==> config.mk <==
export PLATFORM = sky130hd
export DESIGN_NAME = rgb555_pixel_color_effect
export DESIGN_NICKNAME = d
export VERILOG_FILES = /design/src/design/rpce_pkg.sv /design/src/design/rgb555_pixel_color_effect.sv /design/src/design/rpce_cfg_regs.sv /design/src/design/rpce_effect.sv
export SDC_FILE = /design/constraint.sdc
export NUM_CORES = 1
export LEC_CHECK = 0
export BUFFER_PORTS_ARGS = -buffer_cell sky130_fd_sc_hd__buf_2
export CAP_MARGIN = 25
export CORE_ASPECT_RATIO = 0.75
export CORE_UTILIZATION = 50
export CTS_BUF_LIST = sky130_fd_sc_hd__clkbuf_4
export CTS_CLUSTER_SIZE = 10
export DETAILED_ROUTE_END_ITERATION = 16
export GPL_ROUTABILITY_DRIVEN = 0
export PLACE_DENSITY = 0.8
export SLEW_MARGIN = 10
export SYNTH_ARGS = -nofsm -noshare
export SYNTH_HDL_FRONTEND = slang
export SYNTH_SLANG_ARGS = --single-unit
==> constraint.sdc <==
create_clock -name clk -period 15.35 [get_ports clk]
set_input_delay 1.535 -clock clk [delete_from_list [all_inputs] [get_ports clk]]
set_output_delay 1.535 -clock clk [all_outputs]
set_load 0.01 [all_outputs]
==> src/design/rpce_pkg.sv <==
// Shared types, register codes and color helpers for the RGB555 pixel color effect.
`timescale 1ns / 1ps

package rpce_pkg;

  localparam int unsigned PIXEL_W = 16;
  localparam int unsigned CH_W    = 5;

  localparam logic [CH_W-1:0] CH_MAX           = 5'd31;
  localparam logic [CH_W-1:0] DARK_LIMIT       = 5'd17;
  localparam logic [CH_W-1:0] TINT_WEAK_BASE   = 5'd21;
  localparam logic [CH_W-1:0] TINT_STRONG_BASE = 5'd23;

  localparam int unsigned TRANSP_BIT = 15;

  typedef enum logic [1:0] {
    REG_EFFECT_MODE     = 2'd0,
    REG_TINT_SEED       = 2'd1,
    REG_BRIGHTEN_AMOUNT = 2'd2,
    REG_CAP_AMOUNT      = 2'd3
  } cfg_reg_t;

  localparam logic [2:0] MODE_GRAY     = 3'd0;
  localparam logic [2:0] MODE_INVERT   = 3'd1;
  localparam logic [2:0] MODE_BW       = 3'd2;
  localparam logic [2:0] MODE_TINT     = 3'd3;
  localparam logic [2:0] MODE_BRIGHTEN = 3'd4;
  localparam logic [2:0] MODE_CAP      = 3'd5;

  localparam logic [2:0] HUE_TEAL   = 3'd0;
  localparam logic [2:0] HUE_YELLOW = 3'd1;
  localparam logic [2:0] HUE_PURPLE = 3'd2;
  localparam logic [2:0] HUE_RED    = 3'd3;
  localparam logic [2:0] HUE_BLUE   = 3'd4;

  typedef struct packed {
    logic [2:0]      effect_mode;
    logic [7:0]      tint_seed;
    logic [CH_W-1:0] brighten_amount;
    logic [CH_W-1:0] cap_amount;
  } cfg_t;

  function automatic logic [14:0] pack_rgb(input logic [CH_W-1:0] r,
                                           input logic [CH_W-1:0] g,
                                           input logic [CH_W-1:0] b);
    return {b, g, r};
  endfunction

  // seed / 18 by reciprocal (57 / 1024), exact over the 8-bit range
  function automatic logic [14:0] tint_color(input logic [7:0] seed);
    logic [13:0]     prod;
    logic [3:0]      q18;
    logic [7:0]      m18_full;
    logic [4:0]      m18;
    logic [1:0]      strength;
    logic [2:0]      hue;
    logic [CH_W-1:0] lvl_lo;
    logic [CH_W-1:0] lvl_hi;
    logic [14:0]     color;
    prod     = 14'(seed) * 14'd57;
    q18      = prod[13:10];
    m18_full = seed - (8'(q18) * 8'd18);
    m18      = m18_full[4:0];
    if (m18 >= 5'd12) begin
      strength = 2'd2;
      hue      = 3'(m18 - 5'd12);
    end else if (m18 >= 5'd6) begin
      strength = 2'd1;
      hue      = 3'(m18 - 5'd6);
    end else begin
      strength = 2'd0;
      hue      = m18[2:0];
    end
    lvl_lo = TINT_WEAK_BASE - 5'(strength);
    lvl_hi = TINT_STRONG_BASE - 5'(strength);
    case (hue)
      HUE_TEAL:   color = pack_rgb('0, lvl_lo, lvl_lo);
      HUE_YELLOW: color = pack_rgb(lvl_lo, lvl_lo, '0);
      HUE_PURPLE: color = pack_rgb(lvl_lo, '0, lvl_lo);
      HUE_RED:    color = pack_rgb(lvl_hi, '0, '0);
      HUE_BLUE:   color = pack_rgb('0, '0, lvl_hi);
      default:    color = pack_rgb('0, lvl_hi, '0);
    endcase
    return color;
  endfunction

endpackage

==> src/design/rgb555_pixel_color_effect.sv <==
// Top level of the RGB555 pixel color effect: input stage, effect logic, result stage.
//
//   Channel  Dir  Handshake            Payload
//   in_      in   in_valid/in_ready    in_pixel_in[15:0]
//   out_     out  out_valid/out_ready  out_pixel_out[15:0]
//   cfg_     in   cfg_valid/cfg_ready  cfg_index[1:0], cfg_data[7:0]
//
// One pixel per cycle sustained while out_ready stays high; a pixel passes through the input
// register, the effect logic and the result register before it leaves.
// Synchronous active-low reset clears both stage valids and the effect registers;
// the pixel registers keep their contents.
// The input stage keeps taking beats while a result waits, until both stages hold data.
`timescale 1ns / 1ps

module rgb555_pixel_color_effect (
  input  logic                         clk,
  input  logic                         rst_n,
  input  logic                         in_valid,
  output logic                         in_ready,
  input  logic [rpce_pkg::PIXEL_W-1:0] in_pixel_in,
  output logic                         out_valid,
  input  logic                         out_ready,
  output logic [rpce_pkg::PIXEL_W-1:0] out_pixel_out,
  input  logic                         cfg_valid,
  output logic                         cfg_ready,
  input  logic [1:0]                   cfg_index,
  input  logic [7:0]                   cfg_data
);
  import rpce_pkg::*;

  cfg_t               cfg;
  logic               s1_valid_r;
  logic               s1_valid_nxt;
  logic [PIXEL_W-1:0] s1_pixel_r;
  logic               out_valid_r;
  logic               out_valid_nxt;
  logic [PIXEL_W-1:0] out_pixel_r;
  logic [PIXEL_W-1:0] effect_result;
  logic               out_free;
  logic               s1_move;
  logic               in_take;

  rpce_cfg_regs u_cfg_regs (
    .clk       (clk),
    .rst_n     (rst_n),
    .cfg_valid (cfg_valid),
    .cfg_ready (cfg_ready),
    .cfg_index (cfg_index),
    .cfg_data  (cfg_data),
    .cfg       (cfg)
  );

  rpce_effect u_effect (
    .pixel  (s1_pixel_r),
    .cfg    (cfg),
    .result (effect_result)
  );

  assign out_free = !out_valid_r || out_ready;
  assign s1_move  = s1_valid_r && out_free;
  assign in_ready = !s1_valid_r || out_free;
  assign in_take  = in_valid && in_ready;

  assign s1_valid_nxt  = in_take || (s1_valid_r && !s1_move);
  assign out_valid_nxt = s1_move || (out_valid_r && !out_ready);

  always_ff @(posedge clk) begin
    if (!rst_n) begin
      s1_valid_r  <= 1'b0;
      out_valid_r <= 1'b0;
    end else begin
      s1_valid_r  <= s1_valid_nxt;
      out_valid_r <= out_valid_nxt;
    end
  end

  always_ff @(posedge clk) begin
    if (in_take) begin
      s1_pixel_r <= in_pixel_in;
    end
    if (s1_move) begin
      out_pixel_r <= effect_result;
    end
  end

  assign out_valid     = out_valid_r;
  assign out_pixel_out = out_pixel_r;

  a_stall_full: assert property (@(posedge clk) disable iff (!rst_n)
    !in_ready |-> (s1_valid_r && out_valid_r))
    else $error("input stalled with a free stage");

  a_advance: assert property (@(posedge clk) disable iff (!rst_n)
    s1_move |=> out_valid_r)
    else $error("advanced beat did not reach result stage");

  a_transp_pass: assert property (@(posedge clk) disable iff (!rst_n)
    (s1_move && s1_pixel_r[TRANSP_BIT]) |=> (out_pixel_r == $past(s1_pixel_r)))
    else $error("transparent pixel altered");

  a_opaque_clear: assert property (@(posedge clk) disable iff (!rst_n)
    (s1_move && !s1_pixel_r[TRANSP_BIT]) |=> !out_pixel_r[TRANSP_BIT])
    else $error("opaque pixel left with transparent flag");

endmodule

==> src/design/rpce_cfg_regs.sv <==
// Configuration register file for the pixel color effect.
`timescale 1ns / 1ps

module rpce_cfg_regs (
  input  logic               clk,
  input  logic               rst_n,
  input  logic               cfg_valid,
  output logic               cfg_ready,
  input  logic [1:0]         cfg_index,
  input  logic [7:0]         cfg_data,
  output rpce_pkg::cfg_t     cfg
);
  import rpce_pkg::*;

  cfg_t cfg_r;
  cfg_t cfg_nxt;

  assign cfg_ready = 1'b1;

  always_comb begin
    cfg_nxt = cfg_r;
    if (cfg_valid) begin
      unique case (cfg_reg_t'(cfg_index))
        REG_EFFECT_MODE:     cfg_nxt.effect_mode     = cfg_data[2:0];
        REG_TINT_SEED:       cfg_nxt.tint_seed       = cfg_data;
        REG_BRIGHTEN_AMOUNT: cfg_nxt.brighten_amount = cfg_data[CH_W-1:0];
        REG_CAP_AMOUNT:      cfg_nxt.cap_amount      = cfg_data[CH_W-1:0];
        default:             cfg_nxt = cfg_r;
      endcase
    end
  end

  always_ff @(posedge clk) begin
    if (!rst_n) begin
      cfg_r <= '0;
    end else begin
      cfg_r <= cfg_nxt;
    end
  end

  assign cfg = cfg_r;

endmodule

==> src/design/rpce_effect.sv <==
// Per-pixel effect logic: computes the result pixel from one input pixel.
`timescale 1ns / 1ps

module rpce_effect (
  input  logic [rpce_pkg::PIXEL_W-1:0] pixel,
  input  rpce_pkg::cfg_t               cfg,
  output logic [rpce_pkg::PIXEL_W-1:0] result
);
  import rpce_pkg::*;

  logic [CH_W-1:0] r;
  logic [CH_W-1:0] g;
  logic [CH_W-1:0] b;
  logic            dark;
  logic [6:0]      sum;
  logic [12:0]     gray_prod;
  logic [CH_W-1:0] gray_v;
  logic [CH_W:0]   bright_sum;
  logic [CH_W-1:0] bright_v;
  logic [CH_W-1:0] cap_v;
  logic [14:0]     white;

  assign r     = pixel[4:0];
  assign g     = pixel[9:5];
  assign b     = pixel[14:10];
  assign dark  = (r < DARK_LIMIT) && (g < DARK_LIMIT) && (b < DARK_LIMIT);
  assign white = pack_rgb(CH_MAX, CH_MAX, CH_MAX);

  // divide by three via 43 / 128, exact for sums up to 93
  assign sum       = 7'(r) + 7'(g) + 7'(b);
  assign gray_prod = 13'(sum) * 13'd43;
  assign gray_v    = gray_prod[11:7];

  assign bright_sum = {1'b0, r} + {1'b0, cfg.brighten_amount};
  assign bright_v   = bright_sum[CH_W] ? CH_MAX : bright_sum[CH_W-1:0];

  assign cap_v = (r > (CH_MAX - cfg.cap_amount)) ? (CH_MAX - (cfg.cap_amount >> 1)) : r;

  always_comb begin
    result = pixel;
    if (!pixel[TRANSP_BIT]) begin
      case (cfg.effect_mode)
        MODE_GRAY:     result = {1'b0, pack_rgb(gray_v, gray_v, gray_v)};
        MODE_INVERT:   result = {1'b0, pack_rgb(CH_MAX - r, CH_MAX - g, CH_MAX - b)};
        MODE_BW:       result = {1'b0, dark ? 15'd0 : white};
        MODE_TINT:     result = {1'b0, dark ? tint_color(cfg.tint_seed) : white};
        MODE_BRIGHTEN: result = {1'b0, pack_rgb(bright_v, bright_v, bright_v)};
        MODE_CAP:      result = {1'b0, pack_rgb(cap_v, cap_v, cap_v)};
        default:       result = pixel;
      endcase
    end
  end

endmodule

# Word level (Yosys, flattened, before mapping)
# Cells that the tools add are included.
[word_totals]
output_inout_bits = 19
in_bits = 31
register_bits = 55
[op_classes]
n_mul = 3
order_cmp = 6
n_addsub = 13
n_mux = 15
n_reduce_logical = 21
n_eq_ne = 12
[op_table]
columns = ["op", "n"]
rows = [
  ["$pmux 15 s6", 1],
  ["$pmux 15 s5", 1],
  ["$mux 15", 3],
  ["$sub 5x5->5 const A", 4],
  ["$lt 5x5->1 const B", 3],
  ["$mul 8x6->14 const B", 1],
  ["$add 5x5->6", 2],
  ["$eq 3x2->1 const B", 4],
  ["$mul 7x6->12 const B", 1],
  ["$mux 3", 4],
  ["$mux 5", 2],
  ["$sub 5x2->5 const A", 2],
  ["$eq 3x3->1 const B", 3],
  ["$reduce_and 2->1", 4],
  ["$add 7x5->7", 1],
  ["$eq 3x1->1 const B", 2],
  ["$logic_and 1x1->1", 6],
  ["$logic_not 3->1", 2],
  ["$mux 2", 3],
  ["$sub 3x3->3 const B", 2],
  ["$ge 5x3->1 const B", 1],
  ["$ge 5x4->1 const B", 1],
  ["$gt 5x5->1", 1],
  ["$sub 5x4->5 const A", 1],
  ["8 further kinds", 15],
]

# Logic depth before layout (Yosys ltp)
[depth]
word_depth = 13
mapped_depth = 24
ltp_nobuf = 24

# By module
# From an unflattened synthesis, not the netlist that was laid out.
[hier_totals]
hier_cells = 504
area_unflattened_um2 = 4912.2
[modules_own_cells]
columns = ["module", "cells_per_inst", "area_each_um2", "seq_area_each_um2", "n_inst"]
rows = [
  ["rpce_effect", 381, 3039.2, 0.0, 1],
  ["rgb555_pixel_color_effect", 41, 1064.8, 1001.0, 1],
  ["rpce_cfg_regs", 82, 808.3, 420.4, 1],
]

# Worst setup path before layout
# OpenSTA, ideal clock, no wires.
[synth_timing]
path_kind = "flip-flop to flip-flop"
from = "register u_cfg_regs.cfg_r, in the netlist u_cfg_regs.cfg[12]"
to = "register out_pixel_r[5], in the netlist out_pixel_out[5], data pin"
arrival_time_ns = 5.476
setup_ns = 0.254
path_buffers = 2
path_slack_ns = 9.619
t_required_ns = 15.096
period_less_slack_ns = 5.731
stages_incl_launch_ff = 23
path_cell_list = "dfxtp_1 > inv_1 > fa_1 > inv_1 > fa_1 > ha_1 > ha_1 > nand4_1 > o21bai_1 > nand2b_1 > a311o_1 > ha_1 > fa_1 > clkbuf_1 > inv_2 > ha_1 > or3_1 > clkbuf_1 > nand2b_1 > and2_1 > a22oi_2 > o32a_1 > o21a_1"
[synth_between]
elab_chain_len = 13
[synth_lines]
columns = ["item", "line", "source"]
rows = [
  ["start: declaration", "rpce_cfg_regs.sv:15", "cfg_t cfg_r;"],
  ["start signal: assignment", "rpce_cfg_regs.sv:37", "cfg_r <= cfg_nxt;"],
  ["$mul 8x6->14", "rpce_pkg.sv:60", "prod = 14'(seed) * 14'd57;"],
  ["$mul 4x4->4", "rpce_pkg.sv:62", "m18_full = seed - (8'(q18) * 8'd18);"],
  ["$sub 5x5->5 *", "rpce_pkg.sv:62", ""],
  ["$ge 5x3->1 / $sub 3x3->3 (equally long branches)", "rpce_pkg.sv:67, rpce_pkg.sv:69", ""],
  ["$mux 1 / $mux 3 (equally long branches)", "rpce_pkg.sv:67", "end else if (m18 >= 5'd6) begin"],
  ["$mux 2 / $mux 3 (equally long branches)", "rpce_pkg.sv:64", "if (m18 >= 5'd12) begin"],
  ["$mux 2 / $mux 3 (equally long branches)", "rpce_effect.sv:42", "case (cfg.effect_mode)"],
  ["$mux 2 / $mux 3 (equally long branches)", "rpce_effect.sv:41", "if (!pixel[TRANSP_BIT]) begin"],
  ["$sub 5x2->5 (tied with other cells)", "rpce_pkg.sv:75", "lvl_hi = TINT_STRONG_BASE - 5'(strength);"],
  ["$pmux 15 s5 *", "rpce_pkg.sv:76", "case (hue)"],
  ["$mux 15 *", "rpce_effect.sv:46", "MODE_TINT: result = {1'b0, dark ? tint_color(cfg.tint_seed) : white};"],
  ["$pmux 15 s6 *", "rpce_effect.sv:42", ""],
  ["$mux 15 *", "rpce_effect.sv:41", ""],
  ["via effect_result[5]", "rgb555_pixel_color_effect.sv:38", "logic [PIXEL_W-1:0] effect_result;"],
  ["end signal: assignment", "rgb555_pixel_color_effect.sv:82", "out_pixel_r <= effect_result;"],
  ["end: declaration", "rgb555_pixel_color_effect.sv:37", "logic [PIXEL_W-1:0] out_pixel_r;"],
]
# Mark *: on every way through the listed nets, which the timed path passes. The rest lies on a longest branch. The select of a mux whose other input is x is not followed.
# A chain may end at the register's enable or synchronous reset.

# Worst setup path after layout
[layout_timing]
from = "register u_cfg_regs.cfg_r, in the netlist u_cfg_regs.cfg[14]"
to = "register out_pixel_r[10], in the netlist out_pixel_out[10], data pin"
# Same word-level chain as after synthesis.

==> flow_summary.toml <==
[clock_tree]
clock_tree.root_cell = "sky130_fd_sc_hd__clkbuf_4"
cts_post_setup_buffers_inserted = 0
numClockSinks = 55
cts_made_buffers = 5
count_of_cells_resized_by_post_cts_repair = 0
hold_buffers = 0
htree_num_levels = 2
clk_pin_slew_worst_paths_ps = 160
cts_buffer_depth = 2
clk_latency_ps = 400
tritoncts = "built"

[drt]
dr_wl_met3_um = 873
drcViolationCount = 0
dr_vias_cell = 5.79
wire_length_the_detailed_router_placed_on_met1_mm = 5.00
routedWlPerCell_um = 16.1
dr.pass1.iters = 5
drt-initial-drc-count = 272
vias = 4021
met2_length_mm = 5.16
maxUsedRoutingLayer = "met4"
detail_route_antenna_nets = 0
drt-total-wl_mm = 11.2

[yosys]
synth_flop_cell = "sky130_fd_sc_hd__edfxtp_1"
netlist.area_leader.share = 0.191
post-synth-top-area-cell = "sky130_fd_sc_hd__edfxtp_1"
synth_edf_count = 32
netlist-cell-type-count = 62
synthesis.instances = 520
synthArstFlopShare = 0
postSynthRegisterBits = 55
syn_area_per_cell_sq_um = 9.66
synth_sequential_area_ratio = 0.283
synthesis.nets = 646
synthTopCellsByArea = "sky130_fd_sc_hd__edfxtp_1 19%, sky130_fd_sc_hd__ha_1 19%, sky130_fd_sc_hd__dfxtp_1 9.2%"
synthesis.area_sq_um = 5020
yosysWarningCount = 0

[min_path]
worstHoldEndpoint = "out_pixel_out[15]"
min_path_cells = 0
min-delay-path-class = "reg2reg"
hp-start = "s1_pixel_r[15]"

[outcome]
outcome = "finished clean"

[die]
fp.coreArea_sq_um = 9700
die_y_um = 88.8
die_area_sq_um = 10500
initial_utilization = 0.518
boundaryPins = 50
die_w_um = 118
placement_rows = 31

[grt]
grt_pass1_vias = 4001
grt_use_total = 0.226
grt_remaining_overflow = 0
maximum_number_of_pins_on_one_net_before_global_route_repair = 24
grt_pass1_wl_mm = 18.7
initial_antenna_violation_count = 0

[sta]
slew_viol_final = 0
final_critical_path_setup_slack_ps = 8860
setup_violations = 0
finalHoldViolations = 0
whs_ps = 507
worst-slew-pin-transition_ps = 751
achievable_clock_frequency_ghz = 0.154
final_layout_setup_total_negative_slack_ps = 0
slew-limit-headroom = 0.499
finalCriticalPeriod_ps = 6490
grt_setup_unrepaired = "no"
final_min_period_over_clock_period = 0.423
skew_final_ps = 29.0

[worst_setup_path]
critical_path.cell_chain = "inv_1 -> fa_1 -> inv_1 -> fa_1 -> ha_1 -> ha_1 -> nand4_1 -> o21bai_1 -> nand2b_1 -> a311o_1 -> ha_1 -> fa_1 -> inv_2 -> ha_1 -> or3_1 -> nand2_1 -> nand3_1 -> a22oi_2 -> nor2_1 -> o41ai_1"
critPathCaptureType = "register"
cp_data_required_time_ps = 15460
regToRegEndpoint = "out_pixel_out[10]"
crit_path_max_incr_delay_ps = 780
critPathLaunchType = "register"
reg2reg_setup_slack_ps = 8860
critical_path_class = "reg2reg"
critical_path_arrival_ps = 6600
critical_path_peak_fanout = 12
r2r.worst_path.cells = 20
regToRegStartpoint = "u_cfg_regs.cfg[14]"
critical-path-top-cell-by-count = "sky130_fd_sc_hd__ha_1"
slowest_stage = "sky130_fd_sc_hd__fa_1"

[finish]
nNetsFinal = 688
ratio_of_cells_with_drive_above_1_in_the_final_layout = 0.117
mostFrequentLayoutCell = "sky130_fd_sc_hd__ha_1"
syn2layout_area_growth_pct = 8.22
antenna_diode_count = 0
fin_cells = 695
mostFrequentLayoutCells = "75 x sky130_fd_sc_hd__ha_1, 55 x sky130_fd_sc_hd__inv_1, 48 x sky130_fd_sc_hd__buf_2, 32 x sky130_fd_sc_hd__nor2_1, 32 x sky130_fd_sc_hd__edfxtp_1"

[place]
setup_slack_at_placement_ps = 8990
place_hpwl_mm = 9.14
dpl.cell_count = 687
buffer_ports.inserted = 48

[job]
max_cap_violations = 0

[power_and_ir_drop]
p_leak_nw = 2.60
pwr_density_cell_nw_per_um2 = 157
ir_worst_vdd_v = 0.0000936
report.power.total_mw = 0.856
==> metrics by stage <==
step | cell area [sq um] | utilization
finish | 5440 | 0.561
global route | 5440 | 0.561
CTS | 5440 | 0.561
detailed placement | 5390 | 0.555
global placement | 5390 | 0.555
floorplan | 5020 | -
==> metal layers <==
metal | GRT usage | vias to the layer above
met4 | 0.0571 | 0
met2 | 0.389 | 149
met3 | 0.0561 | 23
li1 | - | 1936
met1 | 0.289 | 1913
met5 | 0 | -
==> registers in the layout (all words and copies together), names as in the netlist <==
signal	cells
u_cfg_regs.cfg	21
out_pixel_out	16
s1_pixel_r	16
out_valid	1
s1_valid_r	1
==> cell usage after synthesis (3+ instances only) <==
master,count
sky130_fd_sc_hd__nand2b_1,6
sky130_fd_sc_hd__o22ai_1,3
sky130_fd_sc_hd__o21a_1,7
sky130_fd_sc_hd__ha_1,75
sky130_fd_sc_hd__nor3_1,5
sky130_fd_sc_hd__nor2_1,32
sky130_fd_sc_hd__o21ai_1,10
sky130_fd_sc_hd__a31oi_1,6
sky130_fd_sc_hd__and2_1,5
sky130_fd_sc_hd__o21ai_0,14
sky130_fd_sc_hd__o22a_1,6
sky130_fd_sc_hd__a211oi_1,5
sky130_fd_sc_hd__fa_1,20
sky130_fd_sc_hd__o41ai_1,4
sky130_fd_sc_hd__nand3b_1,3
sky130_fd_sc_hd__edfxtp_1,32
sky130_fd_sc_hd__xor2_1,6
sky130_fd_sc_hd__nand3_1,8
sky130_fd_sc_hd__mux2i_1,27
sky130_fd_sc_hd__dfxtp_1,23
sky130_fd_sc_hd__a21o_1,9
sky130_fd_sc_hd__a21oi_1,27
sky130_fd_sc_hd__nand2_1,21
sky130_fd_sc_hd__nor2b_1,30
sky130_fd_sc_hd__o32a_1,3
sky130_fd_sc_hd__nor3b_1,4
sky130_fd_sc_hd__clkbuf_1,14
sky130_fd_sc_hd__inv_1,55
sky130_fd_sc_hd__xnor2_1,16
==> how the worst max path moves through the flow <==
stage	to	slack, ps	depth (start not counted)	startpoint
after global routing	out_pixel_out[10]	8570	20	u_cfg_regs.cfg[12]
after CTS	out_pixel_out[10]	8910	20	u_cfg_regs.cfg[14]
final	out_pixel_out[10]	8860	20	u_cfg_regs.cfg[14]
after floorplan	out_pixel_out[5]	9620	22	u_cfg_regs.cfg[12]
after detailed placement	out_pixel_out[10]	8990	20	u_cfg_regs.cfg[14]
after global placement	out_pixel_out[10]	9230	20	u_cfg_regs.cfg[12]
==> area by class of cell <==
cell class	count	area, sq um
tap	132	165
multi-input combinational	393	3330
clock buffer	5	37.5
sequential	55	1420
fill	864	4260
timing repair buffer	50	255
inverter	57	214
clock inverter	3	15.0
==> report_power, final <==
group / internal [mW] / leakage (nW) / switching [mW]
sequential: 0.193 / 0.493 / 0.0115
combinational: 0.255 / 2.08 / 0.336
clock: 0.0169 / 0.0263 / 0.0444
==> critical path: cells and delay by family, from the launching register on <==
family,cells,cell delay (ps)
buffers and inverters,3,340
and+or+nand+nor,6,1200
AOI/OAI and AO/OA,4,1340
adders and majority gates,7,2830
DFF,1,500
==> logic make-up (layout without fill, tap and decap cells) <==
logic type / Yosys count / in the layout / synth area share
compound gates: 117 / 117 / 0.158
fa+ha+maj: 95 / 95 / 0.266
xor+xnor: 24 / 24 / 0.0478
flops: 55 / 55 / 0.283
other cells: 1 / 1 / 0.000746
simple gates: 129 / 129 / 0.135
buf+inv: 72 / 115 / 0.0545
mux: 27 / 27 / 0.0538
Note: power is estimated with default switching activity, not from simulation.
